**src/rtl/vfcm_pkg.sv**
```systemverilog
`timescale 1ns / 1ps
// ----------------------------------------------------------------------------
// vfcm_pkg
// Shared types, constants and lookup tables of the voxel face cull mesher.
// ----------------------------------------------------------------------------
package vfcm_pkg;

    // Default edge length of a chunk, in voxels
    localparam int CHUNK_EDGE_DEF = 16;

    // Depth of the queue between the classifier and the emitter
    localparam int QUEUE_DEPTH_DEF = 4;

    // Field widths
    localparam int CHUNK_W   = 11;
    localparam int LOCAL_W   = 4;
    localparam int BLOCK_W   = 8;
    localparam int POS_W     = 16;
    localparam int COUNT_W   = 15;
    localparam int NUMBER_W  = 17;
    localparam int NUM_FACES = 6;
    localparam int FACE_W    = 3;
    localparam int STEP_W    = 4;

    // Per face: four vertex results, then six index results
    localparam int CORNERS_PER_FACE = 4;
    localparam int INDICES_PER_FACE = 6;
    localparam int STEPS_PER_FACE   = CORNERS_PER_FACE + INDICES_PER_FACE;

    localparam logic [NUM_FACES-1:0] ALL_FACES = 6'b111111;
    localparam logic [NUM_FACES-1:0] NO_FACES  = 6'b000000;

    // Configuration register indexes
    localparam logic [1:0] REG_CHUNK_X = 2'd0;
    localparam logic [1:0] REG_CHUNK_Y = 2'd1;
    localparam logic [1:0] REG_CHUNK_Z = 2'd2;

    // Neighbour class codes
    localparam logic [1:0] NB_EMPTY      = 2'd0;
    localparam logic [1:0] NB_OPAQUE     = 2'd1;
    localparam logic [1:0] NB_TRANS_SAME = 2'd2;
    localparam logic [1:0] NB_TRANS_DIFF = 2'd3;

    // Result kinds
    localparam logic KIND_VERTEX = 1'b0;
    localparam logic KIND_INDEX  = 1'b1;

    // Face identifiers, named by the neighbour direction they look toward:
    // front z-1, back z+1, left x+1, right x-1, top y+1, bottom y-1
    localparam logic [FACE_W-1:0] FACE_ZNEG = 3'd0;
    localparam logic [FACE_W-1:0] FACE_ZPOS = 3'd1;
    localparam logic [FACE_W-1:0] FACE_XPOS = 3'd2;
    localparam logic [FACE_W-1:0] FACE_XNEG = 3'd3;
    localparam logic [FACE_W-1:0] FACE_YPOS = 3'd4;
    localparam logic [FACE_W-1:0] FACE_YNEG = 3'd5;

    // One classified voxel, passed from classifier to emitter
    typedef struct packed {
        logic                 first;
        logic [BLOCK_W-1:0]   block;
        logic [NUM_FACES-1:0] mask;
        logic [POS_W-1:0]     base_x;
        logic [POS_W-1:0]     base_y;
        logic [POS_W-1:0]     base_z;
    } t_entry;

    // A face is visible through an empty or a differing transparent neighbour
    function automatic logic exposed(input logic [1:0] code);
        return (code == NB_EMPTY) || (code == NB_TRANS_DIFF);
    endfunction

    // Unit-cube corner offset {x, y, z} for a face and corner
    function automatic logic [2:0] cube_corner(input logic [FACE_W-1:0] face,
                                               input logic [1:0] corner);
        logic [2:0] r;
        r = 3'b000;
        case (face)
            FACE_ZNEG: begin
                case (corner)
                    2'd0: r = 3'b010;
                    2'd1: r = 3'b000;
                    2'd2: r = 3'b100;
                    default: r = 3'b110;
                endcase
            end
            FACE_ZPOS: begin
                case (corner)
                    2'd0: r = 3'b011;
                    2'd1: r = 3'b001;
                    2'd2: r = 3'b101;
                    default: r = 3'b111;
                endcase
            end
            FACE_XPOS: begin
                case (corner)
                    2'd0: r = 3'b110;
                    2'd1: r = 3'b100;
                    2'd2: r = 3'b101;
                    default: r = 3'b111;
                endcase
            end
            FACE_XNEG: begin
                case (corner)
                    2'd0: r = 3'b010;
                    2'd1: r = 3'b000;
                    2'd2: r = 3'b001;
                    default: r = 3'b011;
                endcase
            end
            FACE_YPOS: begin
                case (corner)
                    2'd0: r = 3'b011;
                    2'd1: r = 3'b010;
                    2'd2: r = 3'b110;
                    default: r = 3'b111;
                endcase
            end
            default: begin
                case (corner)
                    2'd0: r = 3'b001;
                    2'd1: r = 3'b000;
                    2'd2: r = 3'b100;
                    default: r = 3'b101;
                endcase
            end
        endcase
        return r;
    endfunction

    // Winding table: corner referenced by each index of a face.
    // Front, left and top share one winding; right and bottom another.
    function automatic logic [1:0] winding(input logic [FACE_W-1:0] face,
                                           input logic [2:0] idx);
        logic [1:0] r;
        r = 2'd0;
        case (face)
            FACE_ZPOS: begin
                case (idx)
                    3'd0: r = 2'd1;
                    3'd1: r = 2'd2;
                    3'd2: r = 2'd0;
                    3'd3: r = 2'd3;
                    3'd4: r = 2'd0;
                    default: r = 2'd2;
                endcase
            end
            FACE_XNEG, FACE_YNEG: begin
                case (idx)
                    3'd0: r = 2'd3;
                    3'd1: r = 2'd0;
                    3'd2: r = 2'd2;
                    3'd3: r = 2'd1;
                    3'd4: r = 2'd2;
                    default: r = 2'd0;
                endcase
            end
            default: begin
                case (idx)
                    3'd0: r = 2'd0;
                    3'd1: r = 2'd2;
                    3'd2: r = 2'd1;
                    3'd3: r = 2'd2;
                    3'd4: r = 2'd0;
                    default: r = 2'd3;
                endcase
            end
        endcase
        return r;
    endfunction

endpackage

```
**src/rtl/vfcm_front.sv**
```systemverilog
`timescale 1ns / 1ps
// ----------------------------------------------------------------------------
// vfcm_front
// Classifier: takes one voxel, builds its visible-face mask and the world
// base position, and holds the result in a register for the queue.
// ----------------------------------------------------------------------------
module vfcm_front
    import vfcm_pkg::*;
#(
    parameter int CHUNK_EDGE = CHUNK_EDGE_DEF
) (
    input  logic               i_clk,
    input  logic               i_rst_n,
    input  logic               i_valid,
    output logic               o_ready,
    input  logic               i_first_voxel,
    input  logic [BLOCK_W-1:0] i_block_type,
    input  logic               i_internal_faces,
    input  logic [LOCAL_W-1:0] i_voxel_x,
    input  logic [LOCAL_W-1:0] i_voxel_y,
    input  logic [LOCAL_W-1:0] i_voxel_z,
    input  logic [1:0]         i_nb_above,
    input  logic [1:0]         i_nb_below,
    input  logic [1:0]         i_nb_zminus,
    input  logic [1:0]         i_nb_zplus,
    input  logic [1:0]         i_nb_xplus,
    input  logic [1:0]         i_nb_xminus,
    input  logic [CHUNK_W-1:0] i_chunk_x,
    input  logic [CHUNK_W-1:0] i_chunk_y,
    input  logic [CHUNK_W-1:0] i_chunk_z,
    output logic               o_valid,
    output t_entry             o_entry,
    input  logic               i_ready
);

    localparam logic [POS_W-1:0] EDGE = POS_W'(CHUNK_EDGE);

    logic                 r_valid;
    logic                 n_valid;
    t_entry               r_entry;
    t_entry               n_entry;
    logic [NUM_FACES-1:0] mask;
    logic                 accept;
    logic [2*POS_W-1:0]   prod_x;
    logic [2*POS_W-1:0]   prod_y;
    logic [2*POS_W-1:0]   prod_z;

    assign o_ready = !r_valid || i_ready;
    assign accept  = i_valid && o_ready;
    assign o_valid = r_valid;
    assign o_entry = r_entry;

    // Visible faces; bit order front, back, left, right, top, bottom
    always_comb begin
        if (i_block_type == '0) begin
            mask = NO_FACES;
        end else if (i_internal_faces) begin
            mask = ALL_FACES;
        end else begin
            mask = {exposed(i_nb_below), exposed(i_nb_above),
                    exposed(i_nb_xminus), exposed(i_nb_xplus),
                    exposed(i_nb_zplus), exposed(i_nb_zminus)};
        end
    end

    // World base = chunk * edge + local, modulo 2^16
    assign prod_x = {{(POS_W-CHUNK_W){i_chunk_x[CHUNK_W-1]}}, i_chunk_x} * EDGE;
    assign prod_y = {{(POS_W-CHUNK_W){i_chunk_y[CHUNK_W-1]}}, i_chunk_y} * EDGE;
    assign prod_z = {{(POS_W-CHUNK_W){i_chunk_z[CHUNK_W-1]}}, i_chunk_z} * EDGE;

    always_comb begin
        n_entry.first  = i_first_voxel;
        n_entry.block  = i_block_type;
        n_entry.mask   = mask;
        n_entry.base_x = prod_x[POS_W-1:0] + {{(POS_W-LOCAL_W){1'b0}}, i_voxel_x};
        n_entry.base_y = prod_y[POS_W-1:0] + {{(POS_W-LOCAL_W){1'b0}}, i_voxel_y};
        n_entry.base_z = prod_z[POS_W-1:0] + {{(POS_W-LOCAL_W){1'b0}}, i_voxel_z};
    end

    // Voxels that neither emit nor clear the counter are dropped here
    always_comb begin
        n_valid = r_valid;
        if (accept) begin
            n_valid = i_first_voxel || (mask != NO_FACES);
        end else if (i_ready) begin
            n_valid = 1'b0;
        end
    end

    always_ff @(posedge i_clk) begin
        if (!i_rst_n) begin
            r_valid <= 1'b0;
        end else begin
            r_valid <= n_valid;
        end
    end

    always_ff @(posedge i_clk) begin
        if (accept) begin
            r_entry <= n_entry;
        end
    end

endmodule

```
**src/rtl/vfcm_queue.sv**
```systemverilog
`timescale 1ns / 1ps
// ----------------------------------------------------------------------------
// vfcm_queue
// Small register queue of classified voxels between classifier and emitter.
// ----------------------------------------------------------------------------
module vfcm_queue
    import vfcm_pkg::*;
#(
    parameter int DEPTH = QUEUE_DEPTH_DEF
) (
    input  logic   i_clk,
    input  logic   i_rst_n,
    input  logic   i_push,
    input  t_entry i_entry,
    output logic   o_full,
    input  logic   i_pop,
    output logic   o_valid,
    output t_entry o_entry
);

    localparam int PTR_W = (DEPTH > 1) ? $clog2(DEPTH) : 1;
    localparam int CNT_W = $clog2(DEPTH + 1);

    t_entry             r_mem [DEPTH];
    logic [PTR_W-1:0]   r_wr_ptr;
    logic [PTR_W-1:0]   r_rd_ptr;
    logic [CNT_W-1:0]   r_count;
    logic               push_en;
    logic               pop_en;

    assign o_full  = (r_count == CNT_W'(DEPTH));
    assign o_valid = (r_count != '0);
    assign o_entry = r_mem[r_rd_ptr];
    assign push_en = i_push && !o_full;
    assign pop_en  = i_pop && o_valid;

    // Pointers wrap at the depth
    always_ff @(posedge i_clk) begin
        if (!i_rst_n) begin
            r_wr_ptr <= '0;
            r_rd_ptr <= '0;
            r_count  <= '0;
        end else begin
            if (push_en) begin
                r_wr_ptr <= (r_wr_ptr == PTR_W'(DEPTH - 1)) ? '0 : r_wr_ptr + 1'b1;
            end
            if (pop_en) begin
                r_rd_ptr <= (r_rd_ptr == PTR_W'(DEPTH - 1)) ? '0 : r_rd_ptr + 1'b1;
            end
            if (push_en && !pop_en) begin
                r_count <= r_count + 1'b1;
            end else if (pop_en && !push_en) begin
                r_count <= r_count - 1'b1;
            end
        end
    end

    always_ff @(posedge i_clk) begin
        if (push_en) begin
            r_mem[r_wr_ptr] <= i_entry;
        end
    end

endmodule

```
**src/rtl/vfcm_back.sv**
```systemverilog
`timescale 1ns / 1ps
// ----------------------------------------------------------------------------
// vfcm_back
// Emitter: walks the visible faces of one voxel, ten results per face, and
// keeps the face counter. Results leave through an output register.
// ----------------------------------------------------------------------------
module vfcm_back
    import vfcm_pkg::*;
(
    input  logic                i_clk,
    input  logic                i_rst_n,
    input  logic                i_valid,
    input  t_entry              i_entry,
    output logic                o_take,
    output logic                o_empty,
    input  logic                i_pop,
    output logic                o_kind,
    output logic [FACE_W-1:0]   o_face_id,
    output logic [1:0]          o_corner,
    output logic [BLOCK_W-1:0]  o_block_tag,
    output logic [POS_W-1:0]    o_pos_x,
    output logic [POS_W-1:0]    o_pos_y,
    output logic [POS_W-1:0]    o_pos_z,
    output logic [NUMBER_W-1:0] o_number,
    output logic                o_last
);

    // Working voxel
    logic                 r_busy;
    logic [NUM_FACES-1:0] r_mask;
    logic [STEP_W-1:0]    r_step;
    logic [BLOCK_W-1:0]   r_block;
    logic [POS_W-1:0]     r_base_x;
    logic [POS_W-1:0]     r_base_y;
    logic [POS_W-1:0]     r_base_z;
    logic [COUNT_W-1:0]   r_counter;
    logic [COUNT_W-1:0]   n_counter;

    // Output register
    logic                 r_out_valid;
    logic                 r_kind;
    logic [FACE_W-1:0]    r_face_id;
    logic [1:0]           r_corner;
    logic [BLOCK_W-1:0]   r_block_tag;
    logic [POS_W-1:0]     r_pos_x;
    logic [POS_W-1:0]     r_pos_y;
    logic [POS_W-1:0]     r_pos_z;
    logic [NUMBER_W-1:0]  r_number;
    logic                 r_last;

    logic                 out_ready;
    logic                 emit;
    logic                 face_done;
    logic                 is_last;
    logic                 load;
    logic [FACE_W-1:0]    face;
    logic [NUM_FACES-1:0] face_bit;
    logic [NUM_FACES-1:0] rest_mask;
    logic                 is_vertex;
    logic [1:0]           corner;
    logic [2:0]           offs;
    logic [STEP_W-1:0]    idx_step;

    // Lowest remaining face
    always_comb begin
        face = FACE_W'(NUM_FACES - 1);
        for (int i = NUM_FACES - 1; i >= 0; i--) begin
            if (r_mask[i]) begin
                face = FACE_W'(i);
            end
        end
    end

    assign face_bit  = NUM_FACES'(1) << face;
    assign rest_mask = r_mask & ~face_bit;

    assign out_ready = !r_out_valid || i_pop;
    assign emit      = r_busy && out_ready;
    assign face_done = (r_step == STEP_W'(STEPS_PER_FACE - 1));
    assign is_last   = face_done && (rest_mask == NO_FACES);
    assign load      = i_valid && (!r_busy || (emit && is_last));
    assign o_take    = load;

    // Result fields of the current step
    assign is_vertex = (r_step < STEP_W'(CORNERS_PER_FACE));
    assign idx_step  = r_step - STEP_W'(CORNERS_PER_FACE);
    assign corner    = is_vertex ? r_step[1:0] : winding(face, idx_step[2:0]);
    assign offs      = cube_corner(face, corner);

    // Face counter: a first voxel clears it before its own faces
    always_comb begin
        n_counter = r_counter;
        if (emit && face_done) begin
            n_counter = r_counter + 1'b1;
        end
        if (load && i_entry.first) begin
            n_counter = '0;
        end
    end

    // Control registers
    always_ff @(posedge i_clk) begin
        if (!i_rst_n) begin
            r_busy      <= 1'b0;
            r_mask      <= NO_FACES;
            r_step      <= '0;
            r_counter   <= '0;
            r_out_valid <= 1'b0;
        end else begin
            r_counter <= n_counter;
            if (load) begin
                r_busy <= (i_entry.mask != NO_FACES);
                r_mask <= i_entry.mask;
                r_step <= '0;
            end else if (emit) begin
                if (face_done) begin
                    r_step <= '0;
                    r_mask <= rest_mask;
                    r_busy <= !is_last;
                end else begin
                    r_step <= r_step + 1'b1;
                end
            end
            if (emit) begin
                r_out_valid <= 1'b1;
            end else if (i_pop) begin
                r_out_valid <= 1'b0;
            end
        end
    end

    // Voxel payload
    always_ff @(posedge i_clk) begin
        if (load) begin
            r_block  <= i_entry.block;
            r_base_x <= i_entry.base_x;
            r_base_y <= i_entry.base_y;
            r_base_z <= i_entry.base_z;
        end
    end

    // Result payload
    always_ff @(posedge i_clk) begin
        if (emit) begin
            r_kind      <= is_vertex ? KIND_VERTEX : KIND_INDEX;
            r_face_id   <= face;
            r_corner    <= corner;
            r_block_tag <= r_block;
            r_pos_x     <= is_vertex ? r_base_x + {{(POS_W-1){1'b0}}, offs[2]} : '0;
            r_pos_y     <= is_vertex ? r_base_y + {{(POS_W-1){1'b0}}, offs[1]} : '0;
            r_pos_z     <= is_vertex ? r_base_z + {{(POS_W-1){1'b0}}, offs[0]} : '0;
            r_number    <= {r_counter, 2'b00} + {{(NUMBER_W-2){1'b0}}, corner};
            r_last      <= is_last;
        end
    end

    assign o_empty     = !r_out_valid;
    assign o_kind      = r_kind;
    assign o_face_id   = r_face_id;
    assign o_corner    = r_corner;
    assign o_block_tag = r_block_tag;
    assign o_pos_x     = r_pos_x;
    assign o_pos_y     = r_pos_y;
    assign o_pos_z     = r_pos_z;
    assign o_number    = r_number;
    assign o_last      = r_last;

    // A busy emitter always has a face left to walk
    a_busy_mask: assert property (@(posedge i_clk) disable iff (!i_rst_n)
        r_busy |-> (r_mask != NO_FACES))
        else $error("emitter busy with empty face mask");

    // The step counter stays within one face
    a_step_range: assert property (@(posedge i_clk) disable iff (!i_rst_n)
        r_step < STEP_W'(STEPS_PER_FACE))
        else $error("emitter step out of range");

    // Finishing a face advances the counter unless a first voxel clears it
    a_counter_inc: assert property (@(posedge i_clk) disable iff (!i_rst_n)
        (emit && face_done && !(load && i_entry.first))
            |=> (r_counter == $past(r_counter) + 1'b1))
        else $error("face counter did not advance");

    // A new voxel is taken only after the last result of the previous one
    a_load_order: assert property (@(posedge i_clk) disable iff (!i_rst_n)
        (load && r_busy) |-> (emit && is_last))
        else $error("voxel loaded while previous one still emitting");

endmodule

```
**src/rtl/voxel_face_cull_mesher_core.sv**
```systemverilog
`timescale 1ns / 1ps
// ----------------------------------------------------------------------------
// voxel_face_cull_mesher_core
// Face-culling mesher: one voxel in, four vertices and six indices out per
// visible face. Classifier and emitter are decoupled by a short queue.
// ----------------------------------------------------------------------------
// Path: a voxel passes the classifier register, the queue, the emitter
//   registers and the output register. Throughput: one result per cycle
//   from the emitter while results are popped; a fully hidden voxel with
//   first_voxel set still reaches the emitter, other air or hidden voxels
//   are dropped. Input takes a voxel every cycle while the queue has room.
// Reset: synchronous, active low; clears queue, face counter and chunk regs.
// ----------------------------------------------------------------------------
module voxel_face_cull_mesher_core
    import vfcm_pkg::*;
#(
    parameter int CHUNK_EDGE  = CHUNK_EDGE_DEF,
    parameter int QUEUE_DEPTH = QUEUE_DEPTH_DEF
) (
    input  logic                i_clk,
    input  logic                i_rst_n,
    // configuration port
    input  logic                psel,
    input  logic                penable,
    input  logic                pwrite,
    input  logic [3:0]          paddr,
    input  logic [31:0]         pwdata,
    output logic [31:0]         prdata,
    output logic                pready,
    // voxel input
    input  logic                push,
    output logic                full,
    input  logic                i_first_voxel,
    input  logic [BLOCK_W-1:0]  i_block_type,
    input  logic                i_internal_faces,
    input  logic [LOCAL_W-1:0]  i_voxel_x,
    input  logic [LOCAL_W-1:0]  i_voxel_y,
    input  logic [LOCAL_W-1:0]  i_voxel_z,
    input  logic [1:0]          i_nb_above,
    input  logic [1:0]          i_nb_below,
    input  logic [1:0]          i_nb_zminus,
    input  logic [1:0]          i_nb_zplus,
    input  logic [1:0]          i_nb_xplus,
    input  logic [1:0]          i_nb_xminus,
    // results
    output logic                empty,
    input  logic                pop,
    output logic                o_kind,
    output logic [FACE_W-1:0]   o_face_id,
    output logic [1:0]          o_corner,
    output logic [BLOCK_W-1:0]  o_block_tag,
    output logic [POS_W-1:0]    o_pos_x,
    output logic [POS_W-1:0]    o_pos_y,
    output logic [POS_W-1:0]    o_pos_z,
    output logic [NUMBER_W-1:0] o_number,
    output logic                o_last
);

    logic [CHUNK_W-1:0] r_chunk_x;
    logic [CHUNK_W-1:0] r_chunk_y;
    logic [CHUNK_W-1:0] r_chunk_z;
    logic               cfg_wr;
    logic               front_ready;
    logic               front_valid;
    t_entry             front_entry;
    logic               q_full;
    logic               q_valid;
    t_entry             q_entry;
    logic               q_take;

    // Configuration registers
    assign pready = 1'b1;
    assign cfg_wr = psel && penable && pwrite;

    always_ff @(posedge i_clk) begin
        if (!i_rst_n) begin
            r_chunk_x <= '0;
            r_chunk_y <= '0;
            r_chunk_z <= '0;
        end else if (cfg_wr) begin
            case (paddr[3:2])
                REG_CHUNK_X: r_chunk_x <= pwdata[CHUNK_W-1:0];
                REG_CHUNK_Y: r_chunk_y <= pwdata[CHUNK_W-1:0];
                REG_CHUNK_Z: r_chunk_z <= pwdata[CHUNK_W-1:0];
                default: ;
            endcase
        end
    end

    // Register read-back
    always_comb begin
        unique case (paddr[3:2])
            REG_CHUNK_X: prdata = {{(32-CHUNK_W){1'b0}}, r_chunk_x};
            REG_CHUNK_Y: prdata = {{(32-CHUNK_W){1'b0}}, r_chunk_y};
            REG_CHUNK_Z: prdata = {{(32-CHUNK_W){1'b0}}, r_chunk_z};
            default:     prdata = '0;
        endcase
    end

    assign full = !front_ready;

    // Classifier
    vfcm_front #(
        .CHUNK_EDGE (CHUNK_EDGE)
    ) u_front (
        .i_clk            (i_clk),
        .i_rst_n          (i_rst_n),
        .i_valid          (push),
        .o_ready          (front_ready),
        .i_first_voxel    (i_first_voxel),
        .i_block_type     (i_block_type),
        .i_internal_faces (i_internal_faces),
        .i_voxel_x        (i_voxel_x),
        .i_voxel_y        (i_voxel_y),
        .i_voxel_z        (i_voxel_z),
        .i_nb_above       (i_nb_above),
        .i_nb_below       (i_nb_below),
        .i_nb_zminus      (i_nb_zminus),
        .i_nb_zplus       (i_nb_zplus),
        .i_nb_xplus       (i_nb_xplus),
        .i_nb_xminus      (i_nb_xminus),
        .i_chunk_x        (r_chunk_x),
        .i_chunk_y        (r_chunk_y),
        .i_chunk_z        (r_chunk_z),
        .o_valid          (front_valid),
        .o_entry          (front_entry),
        .i_ready          (!q_full)
    );

    // Queue of classified voxels
    vfcm_queue #(
        .DEPTH (QUEUE_DEPTH)
    ) u_queue (
        .i_clk   (i_clk),
        .i_rst_n (i_rst_n),
        .i_push  (front_valid),
        .i_entry (front_entry),
        .o_full  (q_full),
        .i_pop   (q_take),
        .o_valid (q_valid),
        .o_entry (q_entry)
    );

    // Emitter
    vfcm_back u_back (
        .i_clk       (i_clk),
        .i_rst_n     (i_rst_n),
        .i_valid     (q_valid),
        .i_entry     (q_entry),
        .o_take      (q_take),
        .o_empty     (empty),
        .i_pop       (pop),
        .o_kind      (o_kind),
        .o_face_id   (o_face_id),
        .o_corner    (o_corner),
        .o_block_tag (o_block_tag),
        .o_pos_x     (o_pos_x),
        .o_pos_y     (o_pos_y),
        .o_pos_z     (o_pos_z),
        .o_number    (o_number),
        .o_last      (o_last)
    );

endmodule

```
**config.mk**
```make
export PLATFORM = sky130hd
export DESIGN_NAME = voxel_face_cull_mesher_core
export DESIGN_NICKNAME = d
export VERILOG_FILES = /design/src/rtl/vfcm_pkg.sv /design/src/rtl/vfcm_front.sv /design/src/rtl/vfcm_queue.sv /design/src/rtl/vfcm_back.sv /design/src/rtl/voxel_face_cull_mesher_core.sv
export SDC_FILE = /design/constraint.sdc
export NUM_CORES = 1
export LEC_CHECK = 0
export BUFFER_PORTS_ARGS = -buffer_cell sky130_fd_sc_hd__buf_4
export CAP_MARGIN = 20
export CELL_PAD_IN_SITES_DETAIL_PLACEMENT = 1
export CELL_PAD_IN_SITES_GLOBAL_PLACEMENT = 2
export CORE_MARGIN = 1
export CORE_UTILIZATION = 45
export CTS_BUF_LIST = sky130_fd_sc_hd__clkbuf_4 sky130_fd_sc_hd__clkbuf_8
export DETAILED_ROUTE_END_ITERATION = 8
export PLACE_DENSITY_LB_ADDON = 0.05
export SLEW_MARGIN = 30
export SYNTH_ARGS = -nofsm -noshare
export SYNTH_HDL_FRONTEND = slang
export SYNTH_SLANG_ARGS = --single-unit
```
**constraint.sdc**
```tcl
create_clock -name i_clk -period 4.9 [get_ports i_clk]
set_input_delay 0.735 -clock i_clk [delete_from_list [all_inputs] [get_ports i_clk]]
set_output_delay 0.735 -clock i_clk [all_outputs]
set_load 0.05 [all_outputs]
```
* After elaboration in Yosys (flattened, before gate mapping)
Memories as Yosys holds them, arrays and structs flattened. A register that Yosys moved wholly into a read port is not among the register bits.
Index checks and enable logic that the tools add are counted.
** Storage, ports and cells
- Register bits :: 267
- Bits in latches :: 0
- Bits in writable memories :: 252
- ROM bits :: 0
- Input port bits :: 77
- Output and inout port bits :: 115
- Logic and storage cells :: 175
- Memories :: 1
** Memory list
- u_queue.r_mem :: depth 4, bits a word 63, rd ports 1, clocked after memory_dff 1, wr ports 1, line vfcm_queue.sv:24 : t_entry r_mem [DEPTH];
** Operators by class
- $add $sub $neg :: 14
- $mul :: 0
- Div/mod/pow operators :: 0
- $lt $le $gt $ge :: 1
- Equal/unequal tests :: 24
- Shifts and indexed selects :: 1
- Mux-type cells :: 40
- Bitwise gates (word level) :: 3
- Reductions and logical operators :: 60
** Operators by type and width (number)
- adder 15 x 5 -> 16 bit :: 3
- adder 16 x 1 -> 16 bit :: 3
- case mux 3 bit (3 select lines) :: 4
- case mux 11 bit (3 select lines) :: 1
- two-way mux 6 bit :: 5
- case mux 2 bit (3 select lines) :: 5
- == test 2 bit, second input constant :: 10
- two-way mux 3 bit :: 6
- adder 17 x 2 -> 17 bit :: 1
- logical NOT 2 bit :: 8
- adder 15 x 1 -> 15 bit, second input constant :: 1
- case mux 3 bit (5 select lines) :: 1
- logical AND 1 bit :: 13
- == test 3 x 2 -> 1 bit, second input constant :: 4
- == test 3 bit, second input constant :: 4
- nonzero test 6 bit :: 2
- OR reduction 2 bit :: 6
- two-way mux 1 bit :: 11
- logical OR 1 bit :: 10
- two-way mux 2 bit :: 5
- logical NOT 1 bit :: 8
- logical NOT 8 bit :: 1
- AND reduction 2 bit :: 4
- nonzero test 2 bit :: 4
- 19 further kinds :: 23

* Depth between registers and ports, before layout
Gate-level depths: netlist (run 1).
- Depth after elaboration :: 17
- Mapped depth :: 18
- Depth with buffers taken out :: 17

* By module
Synthesis (run 1) repeated with hierarchy kept, for this count alone.
** Second synthesis, totals
- Cells, all modules :: 1166
- Area, all modules :: 20014.2 sq um
** Modules (own cells, without submodules)
- vfcm_queue :: instances 1, cells each 380, area each 9644.2 sq um, sequential area each 7747.4 sq um
- vfcm_back :: instances 1, cells each 506, area each 6703.9 sq um, sequential area each 4564.4 sq um
- vfcm_front :: instances 1, cells each 94, area each 2021.9 sq um, sequential area each 1821.7 sq um
- voxel_face_cull_mesher_core :: instances 1, cells each 186, area each 1644.1 sq um, sequential area each 660.6 sq um

* Worst setup path after synthesis (run 1)
Ideal clock, no wire load.
- Kind :: input to register
- From :: input port pop
- To :: register u_queue.r_count[2]
- Setup time :: 0.070 ns
- Data arrival time :: 3.612 ns
- Data required time :: 4.830 ns
- Slack :: 1.217 ns
- Stages :: 12
- Path buffers :: 1
- Cells stage by stage :: nor2b_1 > nor2_1 > o211ai_1 > buf_2 > nand2_1 > inv_1 > ha_1 > inv_1 > fa_1 > xor2_1 > or3_1 > a21oi_1
** Between the ends
- Cells in the longest elaborated chain, start to end :: 9
- Elaborated cells between the ends (all ways) :: 11
- Classes of those cells :: 1 x mux; 10 x reduce/logical
** RTL lines
- start, declared :: line voxel_face_cull_mesher_core.sv:47 : input logic pop,
- logical OR 1 bit * :: line vfcm_back.sv:77 : assign out_ready = !r_out_valid || i_pop;
- logical AND 1 bit * :: line vfcm_back.sv:78 : assign emit = r_busy && out_ready;
- logical AND 1 bit * :: line vfcm_back.sv:81 : assign load = i_valid && (!r_busy || (emit && is_last));
- logical OR 1 bit * :: line vfcm_back.sv:81
- logical AND 1 bit * :: line vfcm_back.sv:81
- logical AND 1 bit * :: line vfcm_queue.sv:35 : assign pop_en = i_pop && o_valid;
- logical NOT 1 bit :: line vfcm_queue.sv:50 : if (push_en && !pop_en) begin
- logical AND 1 bit :: line vfcm_queue.sv:50
- two-way mux 3 bit or nonzero test 2 bit (tied branches)
- end signal, assigned :: line vfcm_queue.sv:51 : r_count <= r_count + 1'b1;
- end signal, assigned :: line vfcm_queue.sv:53 : r_count <= r_count - 1'b1;
- end, declared :: line vfcm_queue.sv:27 : logic [CNT_W-1:0] r_count;
Every way passes the cells marked *; elsewhere a longest branch is shown, timed or not.
A chain may end at the register's enable or synchronous reset.

* Worst setup path in the final report (run 1)
- From :: register u_back.r_step[1]
- To :: register u_back.r_pos_z[6], in the netlist u_back.o_pos_z[6] (data pin)
** Between the ends
- Cells in the longest elaborated chain, start to end :: 10
- Elaborated cells between the ends (all ways) :: 24
- Classes of those cells :: 2 x add/sub; 1 x order compare; 6 x eq/ne; 10 x mux; 5 x reduce/logical
** RTL lines
- start, declared :: line vfcm_back.sv:31 : logic [STEP_W-1:0] r_step;
- start signal, assigned :: line vfcm_back.sv:121 : r_step <= r_step + 1'b1;
- subtractor 3 bit :: line vfcm_back.sv:86 : assign idx_step = r_step - STEP_W'(CORNERS_PER_FACE);
- == test 3 bit, or another cell as far along :: line vfcm_pkg.sv:138, vfcm_pkg.sv:148, vfcm_pkg.sv:158
- OR reduction 2 bit (no line)
- case mux 2 bit (3 select lines) (on tied branches) :: line vfcm_pkg.sv:158, vfcm_pkg.sv:138, vfcm_pkg.sv:148
- case mux 2 bit (2 select lines) :: line vfcm_pkg.sv:136 : case (face)
- two-way mux 2 bit :: line vfcm_back.sv:87 : assign corner = is_vertex ? r_step[1:0] : winding(face, idx_step[2:0]);
- == test 2 bit, or another cell as far along
- case mux 3 bit (3 select lines), or another cell as far along :: line vfcm_pkg.sv:119 : case (corner)
- case mux 3 bit (5 select lines) :: line vfcm_pkg.sv:77 : case (face)
- adder 16 x 1 -> 16 bit :: line vfcm_back.sv:151 : r_pos_z <= is_vertex ? r_base_z + {{(POS_W-1){1'b0}}, offs[0]} : '0;
- end signal, assigned :: line vfcm_back.sv:151
- end, declared :: line vfcm_back.sv:47 : logic [POS_W-1:0] r_pos_z;
Parallel ways exist; a longest one is shown, timed or not.

==> results of run 1 <==
-- layout by cell type (no fill, tap or decap), types with 5 or more instances in the layout --
| master | Yosys | layout |
|---|---|---|
| and4_1 | 8 | 8 |
| nand2_1 | 70 | 69 |
| and2_1 | 15 | 10 |
| and3_1 | 9 | 9 |
| edfxtp_1 | 431 | 431 |
| nand3_1 | 37 | 37 |
| inv_1 | 15 | 14 |
| conb_1 | 2 | 22 |
| mux4_2 | 60 | 60 |
| clkinv_2 | 0 | 5 |
| or3_1 | 5 | 5 |
| ha_1 | 17 | 17 |
| dfxtp_1 | 70 | 68 |
| nor2_1 | 90 | 90 |
| nand4_1 | 18 | 18 |
| a21oi_1 | 41 | 41 |
| o21ai_0 | 28 | 28 |
| clkinv_1 | 1 | 26 |
| clkbuf_4 | 0 | 34 |
| nor3_1 | 34 | 33 |
| and2_2 | 0 | 5 |
| xnor2_1 | 31 | 31 |
| mux2i_1 | 29 | 29 |
| xor2_1 | 28 | 28 |
| clkbuf_8 | 0 | 86 |
| buf_4 | 25 | 163 |
-- cell type report --
cell class | count | area (um2) | area share
flip-flops and latches | 501 | 14300 | 0.640
well taps | 539 | 674 | 0.0301
repair buffers | 164 | 1230 | 0.0550
clock buffers | 120 | 1440 | 0.0641
clock inverters | 35 | 159 | 0.00708
multi-input cells | 586 | 4510 | 0.201
inverters | 17 | 68.8 | 0.00307
-- path summary, 6_finish.rpt --
| kind | to | start | cells past startpoint |
|---|---|---|---|
| setup / recovery | u_back.o_pos_z[6]$_SDFFCE_PN0P_ | u_back.r_step[1]$_SDFFE_PP0P_ | 16 |
| hold / removal | u_front.o_entry[57]$_DFFE_PP_ | i_block_type[3] | 1 |
| setup reg to reg | u_back.o_pos_z[6]$_SDFFCE_PN0P_ | u_back.r_step[1]$_SDFFE_PP0P_ | 16 |
| hold reg to reg | u_back.o_block_tag[7]$_DFFE_PP_ | u_back.r_block[7]$_DFFE_PN_ | 0 |
-- state kept, by name, summed over array words and instances (netlist names), 15 cells and up, named ones only --
signal,count
u_back.o_pos_y,16
u_back.o_number,17
u_back.o_pos_x,16
u_queue.r_mem,240
u_back.r_base_x,15
u_back.r_base_z,15
u_back.r_base_y,15
u_front.o_entry,60
u_back.r_counter,15
u_back.o_pos_z,16
-- power by group through the flow --
stage                     clock, mW  sequential, mW  combinational [mW]
after detailed placement          0            6.24                3.14
after global routing           3.80            6.25                3.32
after CTS                      3.63            6.16                3.15
after floorplan                   0            6.83                1.50
after global placement            0            6.22                3.09
final                          3.50            6.14                3.08
-- logic make-up (layout without fill, tap and decap cells) --
| group | Yosys count | count (layout) |
|---|---|---|
| flops | 501 | 501 |
| simple gates | 311 | 311 |
| mux | 89 | 89 |
| compound gates | 87 | 87 |
| buf+inv | 85 | 336 |
| xor+xnor | 59 | 59 |
| fa+ha+maj | 18 | 18 |
| other cells | 2 | 22 |
-- routing by layer --
metal  GRT usage  up-vias  routed length, um
met1       0.266     5242              18600
met2       0.308      259              19500
li1            -     4767                  -
met4      0.0667        0                699
met5           0        -                  0
met3      0.0359       57               1890
-- worst max-delay path, stage by stage (launching register included) --
cell	delay [ps]
dfxtp_1	600
and2_1	200
ha_1	210
inv_1	60
o31a_1	260
o21ai_0	230
o311ai_0	180
ha_1	340
or3_1	310
a21oi_1	130
nor2_1	80
ha_1	250
ha_1	210
and2_0	280
and4_1	280
xnor2_1	130
nor2_1	50
-- through the flow --
step / worst slack [ps] / hold WS, ps / instance area [um2] / power [mW]
after floorplan: 1220 / 400 / 19300 / 8.33
after global placement: 875 / 403 / 20800 / 9.31
after detailed placement: 862 / 410 / 20800 / 9.39
after CTS: 831 / 225 / 22400 / 12.9
after global routing: 546 / 248 / 22400 / 13.4
final: 858 / 292 / 22400 / 12.7
==> impl_metrics.yaml, run 1 <==
clock_tree:
  clkTransAtPathRegs_ps: 60
  htreeDepth: 3
  clock_path_buffers: 3
  cts_root_buffer: "clkbuf_8"
  hold_buffers: 0
  cts_sinks: 501
  cts_resized: 0
  cts_setup_buffers: 0
  clk_latency_ps: 630
  tritoncts: "built"
  cts_buffers: 84
global_routing:
  antenna_found_initial: 0
  first_global_vias: 11000
  grt_pass1_wl_um: 63100
  grt_max_degree: 65
  grt_usage: 0.193
  grt-ovfl-total: 0
floorplanning:
  core_area_um2: 42000
  initial_utilization: 0.456
  ios: 192
  dieArea_um2: 43500
  rows: 75
  die_x_um: 208
  die_h_um: 208
worst_setup_path:
  r2r_setup_slack_ps: 860
  cp.required_ps: 5260
  crit_fanout: 12
  arrival_ps: 4400
  start_kind: "flop"
  crit_type: "flop to flop"
  end_kind: "flop"
placed_design:
  portBuffers: 146
  post-dp-hpwl_um: 25700
  place.gp.congestion: 0.741
  dp_cells: 1807
yosys:
  ys_async_sr_fraction: 0
  ys_seq_area_frac: 0.748
  syn-cell-area_um2: 19200
  avgSynthCellArea_um2: 16.7
  synth_edf_count: 431
  synth_compound_area_frac: 0.0261
  synth_xor_area_frac: 0.0269
  synth_most_common_cell: "edfxtp_1"
  synth_simple_gate_area_frac: 0.0792
  ys.warnings.count: 0
  ys.flop_type: "edfxtp_1"
  synth_top_area_share: 0.674
  ys_types: 53
  synth_fa_ha_area_frac: 0.0121
  synth_seq_cells: 501
  synth_top_family_by_area: "multiplexers"
  yosys.area.top_type: "edfxtp_1"
  syn_inst: 1152
  synthMuxAreaShare: 0.0856
  synth_common_cells: "431 x edfxtp_1, 90 x nor2_1, 70 x dfxtp_1, 70 x nand2_1, 60 x mux4_2"
  netlist_top_cells_area: "edfxtp_1 67%, dfxtp_1 7.3%, mux4_2 7.0%, nor2_1 1.8%, mux2i_1 1.5%"
cells_and_area:
  antennaDiodeCount: 0
  nNetsFinal: 1449
  nFillCells: 4077
  utilization: 0.534
  drive_gt1_frac: 0.264
  fin_cells: 1962
  area_growth_pct: 16.9
route:
  first_pass_iters: 4
  vias_per_cell: 5.26
  wl_per_cell_um: 20.7
  drt-initial-drc-count: 518
  num_vias: 10300
  ant_nets: 0
  routed_wl_um: 40600
  drc_errors: 0
pwr:
  combinationalPowerShare: 0.242
  power_density_nw_per_um2: 567
  intPower_mw: 8.56
  swShare: 0.327
  power_leakage_nw: 7.66
  power_frac_seq: 0.483
  vdd.ir_drop.worst_v: 0.000304
  p_switching_mw: 4.15
  clkPwrFrac: 0.275
timing:
  period_share: 0.825
  tightest_slew_ps: 969
  setup_viol: 0
  skew_ps: 24.5
  relSlewSlack: 0.352
  rsz0062_at_grt: "false"
  layout_min_cycle_time_ps: 4040
  tns_ps: 0
  clock.fmax_mhz: 247
  final-max-slew-violation-count: 0
  finalHoldViolations: 0
flow_run:
  max-cap-violations: 0
outcome:
  status: "complete, no violations"
hold_path:
  min_path_type: "primary input to flop"
(Power assumes the default switching activity.)
==> run 2, diff against run 1 <==
Settings changed: ABC_AREA set to 1, CORE_UTILIZATION 45 to 38.
Clock period 4.9 ns to 3.7 ns, I/O delays scaled along.
==> run 2 against run 1 <==
Highest routed layer unchanged. Largest power group unchanged. Area after synthesis rose by 0.78%. Critical path depth is 3 higher. Register-to-register slack worse by 480 ps. Non-clock buffer count is 30 higher. Global-route usage fell by 1.0 points. Clock skew rose by 5.9 ps. Sequential share of layout area decreased by 1.7 points. Maximum frequency increased by 22%. Power rose by 44%. Sequential power grew 32%. Die area rose by 19%.
==> impl_metrics.yaml, run 2 <==
outcome:
  status: "complete, no violations"
flow_run:
  max-cap-violations: 0
route:
  vias_per_cell: 4.85
  drc_errors: 0
  first_pass_iters: 5
  ant_nets: 0
  routed_wl_um: 46200
  drt-initial-drc-count: 582
  wl_per_cell_um: 18.5
  num_vias: 12100
cells_and_area:
  drive_gt1_frac: 0.196
  nNetsFinal: 1853
  final_cell_mix: "431 x edfxtp_1, 250 x nor2_1, 187 x o21ai_0"
  nFillCells: 5287
  regMostFlops: "u_queue.r_mem"
  utilization: 0.459
  largest_reg_flops: 240
  design_area_um2: 23100
  area_growth_pct: 19.2
  final_common_cell: "edfxtp_1"
worst_setup_path:
  worstPathCellList: "nand2_1 -> inv_1 -> ha_1 -> o21ai_0 -> nand3_1 -> o21ai_0 -> inv_1 -> ha_1 -> o21ai_0 -> inv_1 -> ha_1 -> ha_1 -> nand3_1 -> nor3_1 -> nand3_1 -> buf_4 -> nor4_2 -> xor2_1 -> nor2_1"
  crit_type: "flop to flop"
  end_kind: "flop"
  r2r-start: "u_back.r_step[1]$_SDFFE_PP0P_"
  cp-startpoint: "u_back.r_step[1]$_SDFFE_PP0P_"
  arrival_ps: 3730
  start_kind: "flop"
  crit_fanout: 7
  cp.required_ps: 4110
  crit_top_cell: "ha_1"
  crit_slowest_cell: "dfxtp_1"
  critPathMaxStageDelay_ps: 370
floorplanning:
  die_h_um: 228
  ios: 192
  die_x_um: 228
  core_area_um2: 50200
  dieArea_um2: 51800
  rows: 82
  initial_utilization: 0.385
yosys:
  ys_types: 43
  synth_edf_count: 431
  synth_seq_cells: 501
  synth_simple_gate_area_frac: 0.108
  syn_inst: 1542
  synth_most_common_cell: "edfxtp_1"
  netlist_top_cells_area: "edfxtp_1 67%, dfxtp_1 7.2%, nor2_1 4.9%, o21ai_0 4.9%, nand2_1 2.8%"
  synth_fa_ha_area_frac: 0.0120
  ys.flop_type: "edfxtp_1"
  avgSynthCellArea_um2: 12.5
  synthMuxAreaShare: 0.000518
  ys.warnings.count: 0
  synth_compound_area_frac: 0.0852
  syn-cell-area_um2: 19300
  synth_xor_area_frac: 0.00951
  ys_seq_area_frac: 0.742
  ys_async_sr_fraction: 0
  yosys.area.top_type: "edfxtp_1"
  synth_common_cells: "431 x edfxtp_1, 255 x nor2_1, 188 x o21ai_0"
  synth_top_area_share: 0.669
  synth_top_family_by_area: "simple AND/OR/NAND/NOR gates"
clock_tree:
  clock_path_buffers: 3
  clk_latency_ps: 670
  cts_buffers: 85
  cts_sinks: 501
  htreeDepth: 3
  clkTransAtPathRegs_ps: 60
  tritoncts: "built"
  cts_setup_buffers: 0
  cts_root_buffer: "clkbuf_8"
timing:
  skew_ps: 30.4
  layout_min_cycle_time_ps: 3320
  finalHoldViolations: 0
  clock.fmax_mhz: 301
  setup_viol: 0
  tns_ps: 0
  relSlewSlack: 0.403
  period_share: 0.897
  tightest_slew_ps: 895
  final-max-slew-violation-count: 0
  rsz0062_at_grt: "false"
global_routing:
  grt_usage: 0.182
  grt_pass1_wl_um: 70500
  first_global_vias: 12400
  grt_max_degree: 64
  grt-ovfl-total: 0
  antenna_found_initial: 1
pwr:
  power_density_nw_per_um2: 797
  vdd.ir_drop.worst_v: 0.000309
  power_leakage_nw: 8.54
placed_design:
  place.gp.congestion: 0.741
  post-dp-hpwl_um: 28900
  placed_area_um2: 21400
  portBuffers: 146
hold_path:
  holdCritStartpoint: "i_voxel_z[2]"
  min_path_type: "primary input to flop"
run 2: cell count changes after synthesis, moves of 15 or more:
cell	before	now
nor2_1	90	255
o21ai_0	28	188
inv_1	15	101
nand2_1	70	143
mux4_2	60	0
o22ai_1	0	54
mux2i_1	29	1
xnor2_1	31	8
clkbuf_1	28	50
and2_1	15	0
nand3_1	37	52
xor2_1	28	13
run 2: cell families (layout without fill, tap and decap cells):
group | count (synthesis) | in the layout
fa+ha+maj | 18 | 18
buf+inv | 189 | 452
other cells | 2 | 23
simple gates | 505 | 505
xor+xnor | 21 | 21
flops | 501 | 501
mux | 1 | 1
compound gates | 305 | 305
run 2: worst paths after layout:
check                                                   endpoint  slack [ps]  cells past startpoint
worst min register to register   u_back.o_block_tag[4]$_DFFE_PP_         420                      0
worst min-delay path                u_front.o_entry[2]$_DFFE_PP_          80                      1
worst max-delay path            u_back.o_pos_y[14]$_SDFFCE_PN0P_         380                     19
worst max register to register  u_back.o_pos_y[14]$_SDFFCE_PN0P_         380                     19
run 2: critical path: cells and delay by family, from the launching register on:
family	cells	cell delay, ps
DFF	1	370
AOI/OAI and AO/OA	3	360
buffers and inverters	4	400
adders and majority gates	4	870
xor gates and xnor gates	1	170
and+or+nand+nor	7	920
run 2: timing repair:
action,CTS,global route
setup endpoints to repair,0,12
resized for setup,0,11
hold buffers,6,0
hold endpoints to repair,6,0
run 2: cell type report:
class                   instances  area (um2)  share of cell area
well taps                     672         841              0.0365
inverters                     104         394              0.0171
flip-flops and latches        501       14300               0.622
multi-input cells             872        4310               0.187
clock buffers                 113        1390              0.0601
repair buffers                194        1560              0.0676
clock inverters                41         209             0.00906
diodes                          1        2.50            0.000109
run 2: where the power goes:
part	leakage, nW	internal, mW	switching, mW
Combinational	3.09	1.55	4.03
Clock	0.853	2.45	2.22
Sequential	4.61	7.59	0.520
Total	8.54	11.6	6.77
run 2: per-stage QoR:
| stage | hold WS [ps] | setup WS (ps) | std cells | total power [mW] |
|---|---|---|---|---|
| 2_1_floorplan | 400 | 27.3 | 1562 | 11.8 |
| 3_3_place_gp | 403 | 212 | 2337 | 13.8 |
| 3_5_place_dp | 411 | 163 | 2337 | 13.9 |
| 4_1_cts | 0.469 | 178 | 2497 | 18.7 |
| 5_1_grt | 29.9 | 19.5 | 2498 | 19.5 |
| 6_report | 76.6 | 380 | 2498 | 18.4 |
run 2: metal layers:
layer  GRT usage  part of all wire  vias up
met5           0                 0        -
met4      0.0656             0.019        0
met3      0.0350             0.039       58
met2       0.290              0.47      219
met1       0.249              0.47     5969
li1            -                 -     5862
==> run 3, diff against run 2 <==
Clock period 3.7 ns to 2.95 ns, I/O delays scaled along.
==> run 3 against run 2 <==
Largest power group unchanged. Global-route usage increased by 0.71 points. Setup slack got worse by 730 ps. Maximum frequency rose by 0.59%. Clock skew increased by 2.9 ps. The flow now finishes with violations (negative setup slack).
==> impl_metrics.yaml, run 3 (synthesis gave the netlist of run 2 again) <==
outcome:
  violations: "negative setup slack"
  status: "finished with violations"
timing:
  tightest_slew_ps: 811
  rsz0062_at_grt: "true"
  skew_ps: 33.3
  tns_ps: -3440
  clock.fmax_mhz: 303
  finalHoldViolations: 0
  setup_viol: 20
  layout_min_cycle_time_ps: 3300
  period_share: 1.12
  worst_slack_ps: -351
  relSlewSlack: 0.459
  final-max-slew-violation-count: 0
global_routing:
  grt-ovfl-total: 0
  grt_max_degree: 124
  grt_usage: 0.190
  grt_pass1_wl_um: 73700
  antenna_found_initial: 3
  first_global_vias: 13000
clock_tree:
  clock_path_buffers: 3
  cts_buffers: 88
  clk_latency_ps: 670
  tritoncts: "built"
  htreeDepth: 3
  clkTransAtPathRegs_ps: 60
  cts_root_buffer: "clkbuf_8"
  cts_sinks: 501
route:
  ant_nets: 0
  routed_wl_um: 48500
  drc_errors: 0
  num_vias: 12600
  vias_per_cell: 4.86
  drt-initial-drc-count: 585
  wl_per_cell_um: 18.7
  first_pass_iters: 5
worst_setup_path:
  cp.required_ps: 3360
  end_kind: "flop"
  crit_fanout: 4
  crit_type: "flop to flop"
  start_kind: "flop"
  arrival_ps: 3710
pwr:
  power_density_nw_per_um2: 1010
  power_leakage_nw: 9.05
  vdd.ir_drop.worst_v: 0.000486
  power.total_mw: 24.6
cells_and_area:
  area_growth_pct: 25.6
  multi_input_area_um2: 4680
  seq_area_um2: 14400
  nFillCells: 5194
  regMostFlops: "u_queue.r_mem"
  nNetsFinal: 1943
  final_common_cell: "edfxtp_1"
  drive_gt1_frac: 0.259
  largest_reg_flops: 240
  final_cell_mix: "431 x edfxtp_1, 243 x buf_4, 242 x nor2_1"
placed_design:
  portBuffers: 146
  post-dp-hpwl_um: 29800
  place.gp.congestion: 0.763
  place_ws_ps: -687
hold_path:
  min_path_type: "primary input to flop"
floorplanning:
  core_area_um2: 50200
  die_x_um: 228
  rows: 82
  die_h_um: 228
  ios: 192
  dieArea_um2: 51800
  initial_utilization: 0.385
flow_run:
  max-cap-violations: 0
run 3: changes by cell type in the layout (fill, tap and decap cells not counted), moves of 9 or more:
cell / before / now
nand2_2: 2 / 11
o21ai_0: 187 / 172
o21ai_1: 1 / 12
nand3_1: 52 / 41
dlygate4sd3_1: 6 / 21
nand2_1: 143 / 133
buf_4: 181 / 243
run 3: path summary, 6_finish.rpt:
kind / slack (ps) / depth (start not counted) / end / start
min reg2reg: 420 / 0 / u_back.o_block_tag[4]$_DFFE_PP_ / u_back.r_block[4]$_DFFE_PN_
max reg2reg: -350 / 22 / u_back.o_pos_z[12]$_SDFFCE_PN0P_ / u_back.r_step[1]$_SDFFE_PP0P_
min: 50 / 3 / r_chunk_y[9]$_SDFFE_PN0P_ / pwdata[9]
max: -350 / 22 / u_back.o_pos_z[12]$_SDFFCE_PN0P_ / u_back.r_step[1]$_SDFFE_PP0P_
run 3: repair_timing:
item / in CTS / in global routing
endpoints found under the hold margin: 21 / 0
buffers inserted: 32 / 7
pin swaps: 23 / 23
endpoints found under the setup margin: 35 / 37
resized for setup: 66 / 42
hold buffers: 21 / 0
run 3: cell type report:
type,count,area share
sequential,501,0.591
multi-input combinational,872,0.192
timing repair buffer,281,0.0949
clock buffer,118,0.0607
tap,672,0.0346
inverter,104,0.0168
clock inverter,42,0.00953
antenna,1,0.000103
run 3: worst max-delay path, stage by stage, from the launching register on:
cell	delay (ps)
dfxtp_2	330
buf_4	150
nor3_2	190
o21ai_2	70
o21ai_1	80
nand2_1	90
nand2_2	100
inv_2	50
ha_4	260
nand2_2	40
o211ai_1	230
ha_2	370
ha_4	160
nand2_2	50
inv_2	60
nand4_1	110
nor2_2	120
nand2_2	100
nor2_2	120
and3_4	190
nand3_2	60
nand2_2	60
nor2_1	50
run 3: metal layers:
layer / part of all wire / GRT usage / up-vias
met2: 0.47 / 0.308 / 237
met3: 0.043 / 0.0423 / 76
met5: 0.00039 / 0 / -
met1: 0.46 / 0.248 / 6241
li1: - / - / 6043
met4: 0.023 / 0.0706 / 4
run 3: power by group:
| part | internal [mW] | switching [mW] | leakage [nW] |
|---|---|---|---|
| sequential | 9.53 | 0.697 | 4.61 |
| clock | 3.34 | 2.85 | 0.897 |
| combinational | 2.69 | 5.49 | 3.55 |
| total | 15.6 | 9.04 | 9.05 |
run 3: metrics by stage:
| stage | cells | area [um2] | hold slack (ps) | util |
|---|---|---|---|---|
| 2_1_floorplan | 1562 | 19500 | 400 | - |
| 3_3_place_gp | 2377 | 21700 | 402 | 0.433 |
| 3_5_place_dp | 2377 | 21700 | 406 | 0.433 |
| 4_1_cts | 2590 | 24100 | 1.95 | 0.481 |
| 5_1_grt | 2590 | 24300 | 41.1 | 0.484 |
| 6_report | 2591 | 24300 | 52.7 | 0.484 |
